$ cat src/sv/cdh_pkg.sv
// Shared types and constants of the continuity detector.
// No dependencies; imported by cdh_div and continuity_detector_with_hold.
package cdh_pkg;

  // Configuration register indexes
  localparam logic [2:0] REG_EXCITE_MV     = 3'd0;
  localparam logic [2:0] REG_REF_OHM       = 3'd1;
  localparam logic [2:0] REG_CAL_GAIN      = 3'd2;
  localparam logic [2:0] REG_CAL_OFFSET    = 3'd3;
  localparam logic [2:0] REG_ON_THRESHOLD  = 3'd4;
  localparam logic [2:0] REG_OFF_THRESHOLD = 3'd5;

  // Reset values of the configuration registers
  localparam logic [12:0] EXCITE_RST = 13'd3300;
  localparam logic [15:0] REF_RST    = 16'd200;
  localparam logic [15:0] GAIN_RST   = 16'd16384;
  localparam logic [15:0] OFFSET_RST = 16'd0;
  localparam logic [23:0] ON_RST     = 24'd2560;
  localparam logic [23:0] OFF_RST    = 24'd5120;

  // Behavior constants
  localparam logic [31:0] HOLD_MS        = 32'd120;
  localparam logic [13:0] OPEN_MARGIN_MV = 14'd20;
  localparam logic [23:0] RES_MAX        = 24'hFFFFFF;

  // Divider geometry: 36-bit dividend, 13-bit divisor, 32 quotient bits
  localparam int DIVIDEND_W = 36;
  localparam int DIVISOR_W  = 13;
  localparam int QUOT_W     = 32;
  localparam int DIV_CNT_W  = 5;

  // Sequencer states
  typedef enum logic [2:0] {
    ST_IDLE,
    ST_MUL,
    ST_DIV,
    ST_CAL,
    ST_ADJ,
    ST_FIN
  } state_t;

endpackage

$ cat src/sv/continuity_detector_with_hold.sv
// Continuity detector with hold: divider resistance, calibration and beep hysteresis.
// Depends on cdh_pkg and instantiates cdh_div.
//
// A reading passes through ST_MUL, which forms the product and starts the divider, then
// through ST_DIV for the single-bit iterative divider, and then through ST_CAL, ST_ADJ and
// ST_FIN for calibration, clamping and hysteresis. The block is ready again in the cycle
// after the result loads. A faulted or open-circuit reading skips the divider and goes from
// ST_MUL straight to ST_FIN, where its result loads. The block takes one reading at a time;
// s_tready is high only while idle. A finished result sits in the output register until
// taken, and the block already accepts the next reading meanwhile; that reading holds its
// result until the register is free. Configuration writes land at once and must be made
// while idle.
module continuity_detector_with_hold import cdh_pkg::*; (
  input  logic        clk,
  input  logic        rst,
  // Configuration write port
  input  logic        cfg_we,
  input  logic [2:0]  cfg_index,
  input  logic [23:0] cfg_data,
  // Input stream
  input  logic        s_tvalid,
  output logic        s_tready,
  input  logic [47:0] s_tdata,   // [11:0] adc_mv, [43:12] now_ms, [47:44] zero
  input  logic        s_tuser,   // [0] adc_fault
  // Result stream
  output logic        m_tvalid,
  input  logic        m_tready,
  output logic [31:0] m_tdata,   // [23:0] resistance, [24] beep, [31:25] zero
  output logic        m_tuser    // [0] open_flag
);

  // Configuration registers
  logic [12:0]        excite_mv;
  logic [15:0]        ref_ohm;
  logic signed [15:0] cal_gain;
  logic signed [15:0] cal_offset;
  logic [23:0]        on_threshold;
  logic [23:0]        off_threshold;

  // Sequencer
  state_t state, state_next;
  logic   in_xfer;
  logic   div_start;
  logic   div_done;
  logic   out_load;

  // Item registers
  logic [11:0]        adc_mv;
  logic [31:0]        now_ms;
  logic               fault;
  logic               is_open;
  logic signed [48:0] prod;
  logic signed [35:0] cal;

  // Hysteresis state
  logic        cont_on, cont_on_next;
  logic [31:0] hold_start, hold_start_next;

  // Output register
  logic [23:0] out_res;
  logic        out_beep;
  logic        out_open;

  // Front-end combinational values
  logic signed [13:0]     margin;
  logic                   open_now;
  logic [DIVIDEND_W-1:0]  num;
  logic [QUOT_W-1:0]      quot;

  // Calibration and final values
  logic signed [48:0] prod_bias;
  logic signed [48:0] prod_rnd;
  logic signed [35:0] cal_sum;
  logic [23:0]        res;
  logic               cond;
  logic               beep_val;

  // Write configuration registers; unknown indexes are dropped
  always_ff @(posedge clk) begin
    if (rst) begin
      excite_mv     <= EXCITE_RST;
      ref_ohm       <= REF_RST;
      cal_gain      <= signed'(GAIN_RST);
      cal_offset    <= signed'(OFFSET_RST);
      on_threshold  <= ON_RST;
      off_threshold <= OFF_RST;
    end else if (cfg_we) begin
      unique case (cfg_index)
        REG_EXCITE_MV:     excite_mv     <= cfg_data[12:0];
        REG_REF_OHM:       ref_ohm       <= cfg_data[15:0];
        REG_CAL_GAIN:      cal_gain      <= signed'(cfg_data[15:0]);
        REG_CAL_OFFSET:    cal_offset    <= signed'(cfg_data[15:0]);
        REG_ON_THRESHOLD:  on_threshold  <= cfg_data;
        REG_OFF_THRESHOLD: off_threshold <= cfg_data;
        default: ;
      endcase
    end
  end

  assign in_xfer = s_tvalid && s_tready;

  // Next state
  always_comb begin
    state_next = state;
    unique case (state)
      ST_IDLE: if (s_tvalid)                   state_next = ST_MUL;
      ST_MUL:  state_next = (fault || open_now) ? ST_FIN : ST_DIV;
      ST_DIV:  if (div_done)                   state_next = ST_CAL;
      ST_CAL:  state_next = ST_ADJ;
      ST_ADJ:  state_next = ST_FIN;
      ST_FIN:  if (!m_tvalid || m_tready)      state_next = ST_IDLE;
      default: state_next = ST_IDLE;
    endcase
  end

  // Sequencer outputs
  always_comb begin
    s_tready  = 1'b0;
    div_start = 1'b0;
    out_load  = 1'b0;
    unique case (state)
      ST_IDLE: s_tready  = 1'b1;
      ST_MUL:  div_start = !fault && !open_now;
      ST_FIN:  out_load  = !m_tvalid || m_tready;
      default: ;
    endcase
  end

  always_ff @(posedge clk) begin
    if (rst) begin
      state <= ST_IDLE;
    end else begin
      state <= state_next;
    end
  end

  // Capture the input transfer
  always_ff @(posedge clk) begin
    if (in_xfer) begin
      adc_mv <= s_tdata[11:0];
      now_ms <= s_tdata[43:12];
      fault  <= s_tuser;
    end
  end

  // Margin, open test and divider numerator
  always_comb begin
    margin   = signed'({1'b0, excite_mv}) - signed'({2'b00, adc_mv});
    open_now = margin < signed'(OPEN_MARGIN_MV);
    num      = {DIVIDEND_W'(ref_ohm * adc_mv)} << 8;
  end

  always_ff @(posedge clk) begin
    if (state == ST_MUL) begin
      is_open <= open_now;
    end
  end

  cdh_div u_div (
    .clk      (clk),
    .rst      (rst),
    .start    (div_start),
    .dividend (num),
    .divisor  (margin[DIVISOR_W-1:0]),
    .done     (div_done),
    .quotient (quot)
  );

  // Gain multiply, then truncating scale and offset
  always_comb begin
    prod_bias = prod[48] ? 49'sd16383 : 49'sd0;
    prod_rnd  = prod + prod_bias;
    cal_sum   = 36'(signed'(prod_rnd[48:14])) + 36'(cal_offset);
  end

  always_ff @(posedge clk) begin
    if (state == ST_CAL) begin
      prod <= 49'(cal_gain) * signed'({1'b0, quot});
    end
    if (state == ST_ADJ) begin
      cal <= cal_sum;
    end
  end

  // Clamp and hysteresis
  always_comb begin
    priority if (is_open) begin
      res = RES_MAX;
    end else if (cal[35]) begin
      res = '0;
    end else if (cal[34:24] != '0) begin
      res = RES_MAX;
    end else begin
      res = cal[23:0];
    end

    if (!cont_on) begin
      cond = !is_open && (res < on_threshold);
    end else begin
      cond = is_open || (res > off_threshold);
    end

    cont_on_next    = cont_on;
    hold_start_next = hold_start;
    if (!fault) begin
      if (cond) begin
        if (hold_start == '0) begin
          hold_start_next = now_ms;
        end else if ((now_ms - hold_start) > HOLD_MS) begin
          cont_on_next    = !cont_on;
          hold_start_next = '0;
        end
      end else begin
        hold_start_next = '0;
      end
    end
    beep_val = !fault && cont_on_next;
  end

  always_ff @(posedge clk) begin
    if (rst) begin
      cont_on    <= 1'b0;
      hold_start <= '0;
    end else if (out_load) begin
      cont_on    <= cont_on_next;
      hold_start <= hold_start_next;
    end
  end

  // Output register: load a finished result, drop it when taken
  always_ff @(posedge clk) begin
    if (rst) begin
      m_tvalid <= 1'b0;
    end else if (out_load) begin
      m_tvalid <= 1'b1;
    end else if (m_tready) begin
      m_tvalid <= 1'b0;
    end
  end

  always_ff @(posedge clk) begin
    if (out_load) begin
      out_res  <= fault ? '0 : res;
      out_open <= !fault && is_open;
      out_beep <= beep_val;
    end
  end

  assign m_tdata = {7'd0, out_beep, out_res};
  assign m_tuser = out_open;

endmodule

$ cat src/sv/cdh_div.sv
// Iterative restoring divider, one quotient bit per cycle.
// Depends on cdh_pkg for the operand widths.
module cdh_div import cdh_pkg::*; (
  input  logic                   clk,
  input  logic                   rst,
  input  logic                   start,
  input  logic [DIVIDEND_W-1:0]  dividend,
  input  logic [DIVISOR_W-1:0]   divisor,
  output logic                   done,
  output logic [QUOT_W-1:0]      quotient
);

  logic                  busy;
  logic [DIV_CNT_W-1:0]  cnt;
  logic [DIVISOR_W-1:0]  dvs;
  logic [DIVISOR_W-1:0]  rem;
  logic [QUOT_W-1:0]     q;
  logic [DIVISOR_W:0]    trial;
  logic [DIVISOR_W:0]    diff;

  // Trial subtract of the divisor from the shifted remainder
  always_comb begin
    trial = {rem, q[QUOT_W-1]};
    diff  = trial - {1'b0, dvs};
  end

  assign done     = busy && (cnt == '0);
  assign quotient = q;

  // Sequence control
  always_ff @(posedge clk) begin
    if (rst) begin
      busy <= 1'b0;
      cnt  <= '0;
    end else if (start) begin
      busy <= 1'b1;
      cnt  <= DIV_CNT_W'(QUOT_W - 1);
    end else if (busy) begin
      if (cnt == '0) begin
        busy <= 1'b0;
      end else begin
        cnt <= cnt - 1'b1;
      end
    end
  end

  // Datapath: the top dividend bits sit below any divisor of 20 or more,
  // so they load straight into the remainder and need no step of their own
  always_ff @(posedge clk) begin
    if (start) begin
      dvs <= divisor;
      rem <= DIVISOR_W'(dividend[DIVIDEND_W-1:QUOT_W]);
      q   <= dividend[QUOT_W-1:0];
    end else if (busy) begin
      if (!diff[DIVISOR_W]) begin
        rem <= diff[DIVISOR_W-1:0];
        q   <= {q[QUOT_W-2:0], 1'b1};
      end else begin
        rem <= trial[DIVISOR_W-1:0];
        q   <= {q[QUOT_W-2:0], 1'b0};
      end
    end
  end

endmodule

$ cat config.mk
export PLATFORM = sky130hd
export DESIGN_NAME = continuity_detector_with_hold
export DESIGN_NICKNAME = d
export VERILOG_FILES = /design/src/sv/cdh_pkg.sv /design/src/sv/continuity_detector_with_hold.sv /design/src/sv/cdh_div.sv
export SDC_FILE = /design/constraint.sdc
export NUM_CORES = 2
export LEC_CHECK = 0
export BUFFER_PORTS_ARGS = -buffer_cell sky130_fd_sc_hd__buf_2
export CAP_MARGIN = 10
export CORE_AREA = 5 5 544 277
export DETAILED_ROUTE_END_ITERATION = 12
export DIE_AREA = 0 0 549 282
export GPL_ROUTABILITY_DRIVEN = 0
export PLACE_DENSITY_LB_ADDON = 0.2
export RECOVER_POWER = 25
export SETUP_SLACK_MARGIN = 0.2
export SLEW_MARGIN = 20
export SYNTH_ARGS = -nofsm -noshare
export SYNTH_HDL_FRONTEND = slang
export SYNTH_HIERARCHICAL = 1
export SYNTH_SLANG_ARGS = --single-unit
$ cat constraint.sdc
create_clock -name clk -period 8.33 [get_ports clk]
set_input_delay 0.833 -clock clk [delete_from_list [all_inputs] [get_ports clk]]
set_output_delay 0.833 -clock clk [all_outputs]
set_load 0.05 [all_outputs]
==> impl_metrics.prom <==
# TYPE chip_impl_metric gauge
chip_impl_metric{name="routed_wl",unit="µm"} 123000
chip_impl_metric{name="floorplan.io_pins",unit=""} 116
chip_impl_info{name="synth_top_cells_by_area",value="sky130_fd_sc_hd__fa_1, sky130_fd_sc_hd__edfxtp_1, sky130_fd_sc_hd__ha_1"} 1
chip_impl_metric{name="power-per-cell-area",unit="nW/µm²"} 210
chip_impl_metric{name="ctsLongestPathBuffers",unit=""} 3
chip_impl_metric{name="crit_path_max_incr_delay",unit="ns"} 0.69
chip_impl_metric{name="std_cell_rows",unit=""} 99
chip_impl_metric{name="remaining_drc_errors",unit=""} 0
chip_impl_metric{name="cts_sinks",unit=""} 367
chip_impl_metric{name="fin_worst_skew",unit="ns"} 0.0228
chip_impl_metric{name="total_leakage_power",unit="nW"} 20.9
chip_impl_info{name="critical_path.top_delay_family",value="adder cells"} 1
chip_impl_metric{name="antenna_found_initial",unit=""} 6
chip_impl_metric{name="fmaxAchievable",unit="GHz"} 0.131
chip_impl_info{name="cp_common_cell",value="sky130_fd_sc_hd__fa_1"} 1
chip_impl_metric{name="ir_drop",unit="V"} 0.000244
chip_impl_metric{name="count_of_routing_violations_after_the_opening_detailed_route_iteration",unit=""} 1866
chip_impl_metric{name="post-synth-top-area-fraction",unit="%"} 25.9
chip_impl_info{name="cts_tree",value="done"} 1
chip_impl_metric{name="core_area",unit="µm²"} 145000
chip_impl_metric{name="ys_async_sr_fraction",unit="%"} 0
chip_impl_metric{name="ant_nets",unit=""} 0
chip_impl_metric{name="finalMaxSlewViolations",unit=""} 209
chip_impl_info{name="hold_path.startpoint",value="s_tdata[28]"} 1
chip_impl_metric{name="crit_fanout",unit=""} 20
chip_impl_metric{name="hpwlAfterDp",unit="µm"} 95400
chip_impl_metric{name="drtPass1Iterations",unit=""} 7
chip_impl_metric{name="final_nets",unit=""} 5836
chip_impl_info{name="critical_path.reg2reg.endpoint",value="prod[47]"} 1
chip_impl_metric{name="yosys_register_bits",unit=""} 367
chip_impl_metric{name="detail_route.vias_per_cell",unit=""} 4.79
chip_impl_metric{name="postCtsSetupBuffers",unit=""} 0
chip_impl_metric{name="grt_first_pass_wirelength",unit="µm"} 198000
chip_impl_metric{name="synthesis.area",unit="µm²"} 43400
chip_impl_metric{name="synth_sequential_area_ratio",unit="%"} 21.7
chip_impl_metric{name="tritoncts.num_buffers",unit=""} 45
chip_impl_metric{name="timing.final.crit_period",unit="ns"} 7.62
chip_impl_info{name="crit-reg2reg-launch",value="cal_gain[3]"} 1
chip_impl_info{name="crit_path_start",value="cal_gain[3]"} 1
chip_impl_metric{name="routed-via-count",unit=""} 32700
chip_impl_info{name="yosysTopAreaCell",value="sky130_fd_sc_hd__fa_1"} 1
chip_impl_metric{name="max_slew.worst_pin.slew",unit="ns"} 5.43
chip_impl_metric{name="layout-drive-gt1-share",unit="%"} 7.00
chip_impl_metric{name="clk_pin_slew",unit="ns"} 0.06
chip_impl_metric{name="initial_core_util",unit="%"} 29.9
chip_impl_info{name="top_ff_cell_synth",value="sky130_fd_sc_hd__edfxtp_1"} 1
chip_impl_metric{name="placement.io_buffers",unit=""} 104
chip_impl_metric{name="setup_tns",unit="ns"} 0
chip_impl_metric{name="dieHeight",unit="µm"} 282
chip_impl_metric{name="grtUsageTotal",unit="%"} 16.1
chip_impl_metric{name="clock_insertion_delay_worst_skew",unit="ns"} 0.59
chip_impl_metric{name="report.final.setup_viol",unit=""} 0
chip_impl_metric{name="relSlewSlack",unit="%"} -262
chip_impl_info{name="hold_path_class",value="in2reg"} 1
chip_impl_info{name="violations",value="max-capacitance violations, max-slew violations"} 1
chip_impl_metric{name="min_period_over_period",unit="%"} 91.5
chip_impl_info{name="root_buffer",value="sky130_fd_sc_hd__clkbuf_16"} 1
chip_impl_metric{name="number_of_synthesized_flops_with_an_enable_pin",unit=""} 206
chip_impl_metric{name="hold_violations",unit=""} 0
chip_impl_metric{name="worst_ep_arrival_time",unit="ns"} 7.95
chip_impl_metric{name="syn_inst",unit=""} 4804
chip_impl_info{name="end_kind",value="register"} 1
chip_impl_metric{name="max-cap-violations",unit=""} 3
chip_impl_metric{name="grt_pass1_vias",unit=""} 34300
chip_impl_metric{name="stdcell_area",unit="µm²"} 47600
chip_impl_metric{name="detailed_place.area",unit="µm²"} 46100
chip_impl_info{name="outcome",value="finished, violations left"} 1
chip_impl_info{name="rsz0062_at_grt",value="no"} 1
chip_impl_info{name="critPathLaunchType",value="register"} 1
chip_impl_metric{name="syn-mean-instance-area",unit="µm²"} 9.03
chip_impl_metric{name="die_w",unit="µm"} 549
chip_impl_metric{name="rr_worst_depth",unit=""} 25
chip_impl_info{name="timing.hold.worst_endpoint",value="now_ms[16]"} 1
chip_impl_metric{name="timing.critical_path.required",unit="ns"} 8.66
chip_impl_metric{name="htreeDepth",unit=""} 2
chip_impl_metric{name="syn2layout_area_growth",unit="%"} 9.67
chip_impl_metric{name="synth_cell_type_count",unit=""} 97
chip_impl_metric{name="depth_of_the_worst_hold_timing_path",unit=""} 1
chip_impl_info{name="timing.setup.critical_path_class",value="reg2reg"} 1
chip_impl_metric{name="fillerInstances",unit=""} 15100
chip_impl_metric{name="grt_start_max_net_pins",unit=""} 95
chip_impl_metric{name="timing.critical_path.buf_inv",unit=""} 6
chip_impl_metric{name="die_footprint",unit="µm²"} 155000
chip_impl_metric{name="global_route.overflow_total",unit=""} 0
chip_impl_metric{name="wl_per_cell",unit="µm"} 18.1
chip_impl_info{name="crit_slowest_cell",value="sky130_fd_sc_hd__dfxtp_1"} 1
chip_impl_metric{name="synth-warning-count",unit=""} 6
chip_impl_metric{name="reg2reg_setup_slack",unit="ns"} 0.71
==> what timing repair did <==
action,CTS,global route
endpoints found under the hold margin,0,0
resized for setup,0,1
hold buffers,0,0
endpoints found under the setup margin,0,1
==> layer usage <==
metal,share of wire (%),track usage [%],up-vias,wire [µm]
li1,-,-,15500,-
met1,48,22.9,16400,59300
met2,45,26.4,703,55900
met3,4.6,1.73,141,5620
met4,2.1,3.53,0,2560
met5,0,0,-,0
==> layout by cell type (no fill, tap or decap), types with 31 or more instances in the layout <==
cell type | Yosys | routed
sky130_fd_sc_hd__o21bai_1 | 37 | 37
sky130_fd_sc_hd__nand3_1 | 59 | 58
sky130_fd_sc_hd__fa_1 | 562 | 562
sky130_fd_sc_hd__and2_1 | 295 | 293
sky130_fd_sc_hd__nor2_1 | 188 | 186
sky130_fd_sc_hd__buf_4 | 9 | 64
sky130_fd_sc_hd__edfxtp_1 | 206 | 206
sky130_fd_sc_hd__buf_2 | 5 | 96
sky130_fd_sc_hd__nor2b_1 | 63 | 63
sky130_fd_sc_hd__dfxtp_1 | 161 | 159
sky130_fd_sc_hd__ha_1 | 373 | 373
sky130_fd_sc_hd__clkbuf_16 | 0 | 47
sky130_fd_sc_hd__mux2_2 | 32 | 32
sky130_fd_sc_hd__nor3_1 | 35 | 34
sky130_fd_sc_hd__nand2_1 | 745 | 745
sky130_fd_sc_hd__xor2_1 | 46 | 46
sky130_fd_sc_hd__a21o_1 | 74 | 74
sky130_fd_sc_hd__nand2b_1 | 37 | 37
sky130_fd_sc_hd__inv_1 | 809 | 809
sky130_fd_sc_hd__a311oi_2 | 31 | 31
sky130_fd_sc_hd__a21oi_1 | 261 | 260
sky130_fd_sc_hd__xnor2_1 | 107 | 107
sky130_fd_sc_hd__nand4_1 | 32 | 32
sky130_fd_sc_hd__o21ai_0 | 94 | 94
==> registers in the layout, summed over array words and instances, names as in the netlist <==
signal          flops
adc_mv             12
excite_mv          13
cal_offset         16
ref_ohm            16
hold_start         32
prod               49
is_open             1
on_threshold       24
u_div/cnt           5
cal_gain           16
out_beep            1
u_div/rem          13
m_tvalid            1
off_threshold      24
m_tuser             1
out_res            24
fault               1
now_ms             32
u_div/quotient     32
u_div/busy          1
cont_on             1
cal                36
state               3
u_div/dvs          13
==> worst max-delay path by stage <==
stage                          end  cells after the start
after detailed placement  prod[47]                     25
after global routing      prod[47]                     26
after floorplan           prod[47]                     25
after CTS                 prod[47]                     25
final                     prod[47]                     25
after global placement    prod[47]                     25
==> kinds of logic (layout without fill, tap and decap cells) <==
group / count (synthesis) / in the layout / synth area share, %
compound gates: 713 / 713 / 11.3
xor+xnor: 153 / 153 / 3.09
fa+ha+maj: 935 / 935 / 36.7
buf+inv: 1028 / 1066 / 9.11
flops: 367 / 367 / 21.7
mux: 40 / 40 / 1.03
other cells: 1 / 17 / 0.00864
simple gates: 1567 / 1567 / 17.1
==> cell usage after synthesis, types with 10 or more instances <==
master,n
sky130_fd_sc_hd__fa_1,562
sky130_fd_sc_hd__a21oi_1,261
sky130_fd_sc_hd__nor3_1,35
sky130_fd_sc_hd__o21ai_0,94
sky130_fd_sc_hd__o211ai_1,15
sky130_fd_sc_hd__a311oi_2,31
sky130_fd_sc_hd__nand3b_1,20
sky130_fd_sc_hd__nand2_1,745
sky130_fd_sc_hd__o21a_1,25
sky130_fd_sc_hd__and3_1,27
sky130_fd_sc_hd__o21bai_1,37
sky130_fd_sc_hd__clkbuf_1,195
sky130_fd_sc_hd__o31ai_1,10
sky130_fd_sc_hd__a211oi_1,18
sky130_fd_sc_hd__inv_1,809
sky130_fd_sc_hd__nor2_1,188
sky130_fd_sc_hd__nand2b_1,37
sky130_fd_sc_hd__dfxtp_1,161
sky130_fd_sc_hd__nor2b_1,63
sky130_fd_sc_hd__and2_1,295
sky130_fd_sc_hd__a21o_1,74
sky130_fd_sc_hd__nand3_1,59
sky130_fd_sc_hd__mux2_2,32
sky130_fd_sc_hd__ha_1,373
sky130_fd_sc_hd__xor2_1,46
sky130_fd_sc_hd__nand4_1,32
sky130_fd_sc_hd__edfxtp_1,206
sky130_fd_sc_hd__or2_2,10
sky130_fd_sc_hd__a2111oi_0,10
sky130_fd_sc_hd__a31oi_1,21
sky130_fd_sc_hd__nor4_1,18
sky130_fd_sc_hd__or3_1,11
sky130_fd_sc_hd__xnor2_1,107
==> area by class of cell <==
type                    count  area [µm²]  area share, %
multi-input cells        3423       30100           63.3
clock inverters            24         309          0.649
flip-flops and latches    367        9410           19.8
repair buffers            173        1010           2.12
clock buffers              59        1230           2.59
inverters                 810        3040           6.39
well taps                1969        2460           5.18
diodes                      2        5.00         0.0105
==> metrics by stage <==
| stage | power (mW) | utilization [%] | worst slack, ns | cells | hold slack (ns) |
|---|---|---|---|---|---|
| floorplan | 6.21 | - | 1.56 | 4818 | 0.434 |
| global placement | 7.91 | 31.8 | 0.622 | 6741 | 0.442 |
| detailed placement | 7.93 | 31.8 | 0.683 | 6741 | 0.446 |
| CTS | 10.1 | 32.8 | 0.657 | 6824 | 0.366 |
| global route | 10.8 | 32.8 | 0.217 | 6826 | 0.380 |
| finish | 10.0 | 32.8 | 0.711 | 6827 | 0.421 |
==> power breakdown <==
group / total [mW] / internal, mW / switching, mW
logic: 5.10 / 1.96 / 3.14
clock network: 2.08 / 1.26 / 0.821
registers: 2.81 / 2.33 / 0.487
(Power assumes the default switching activity.)
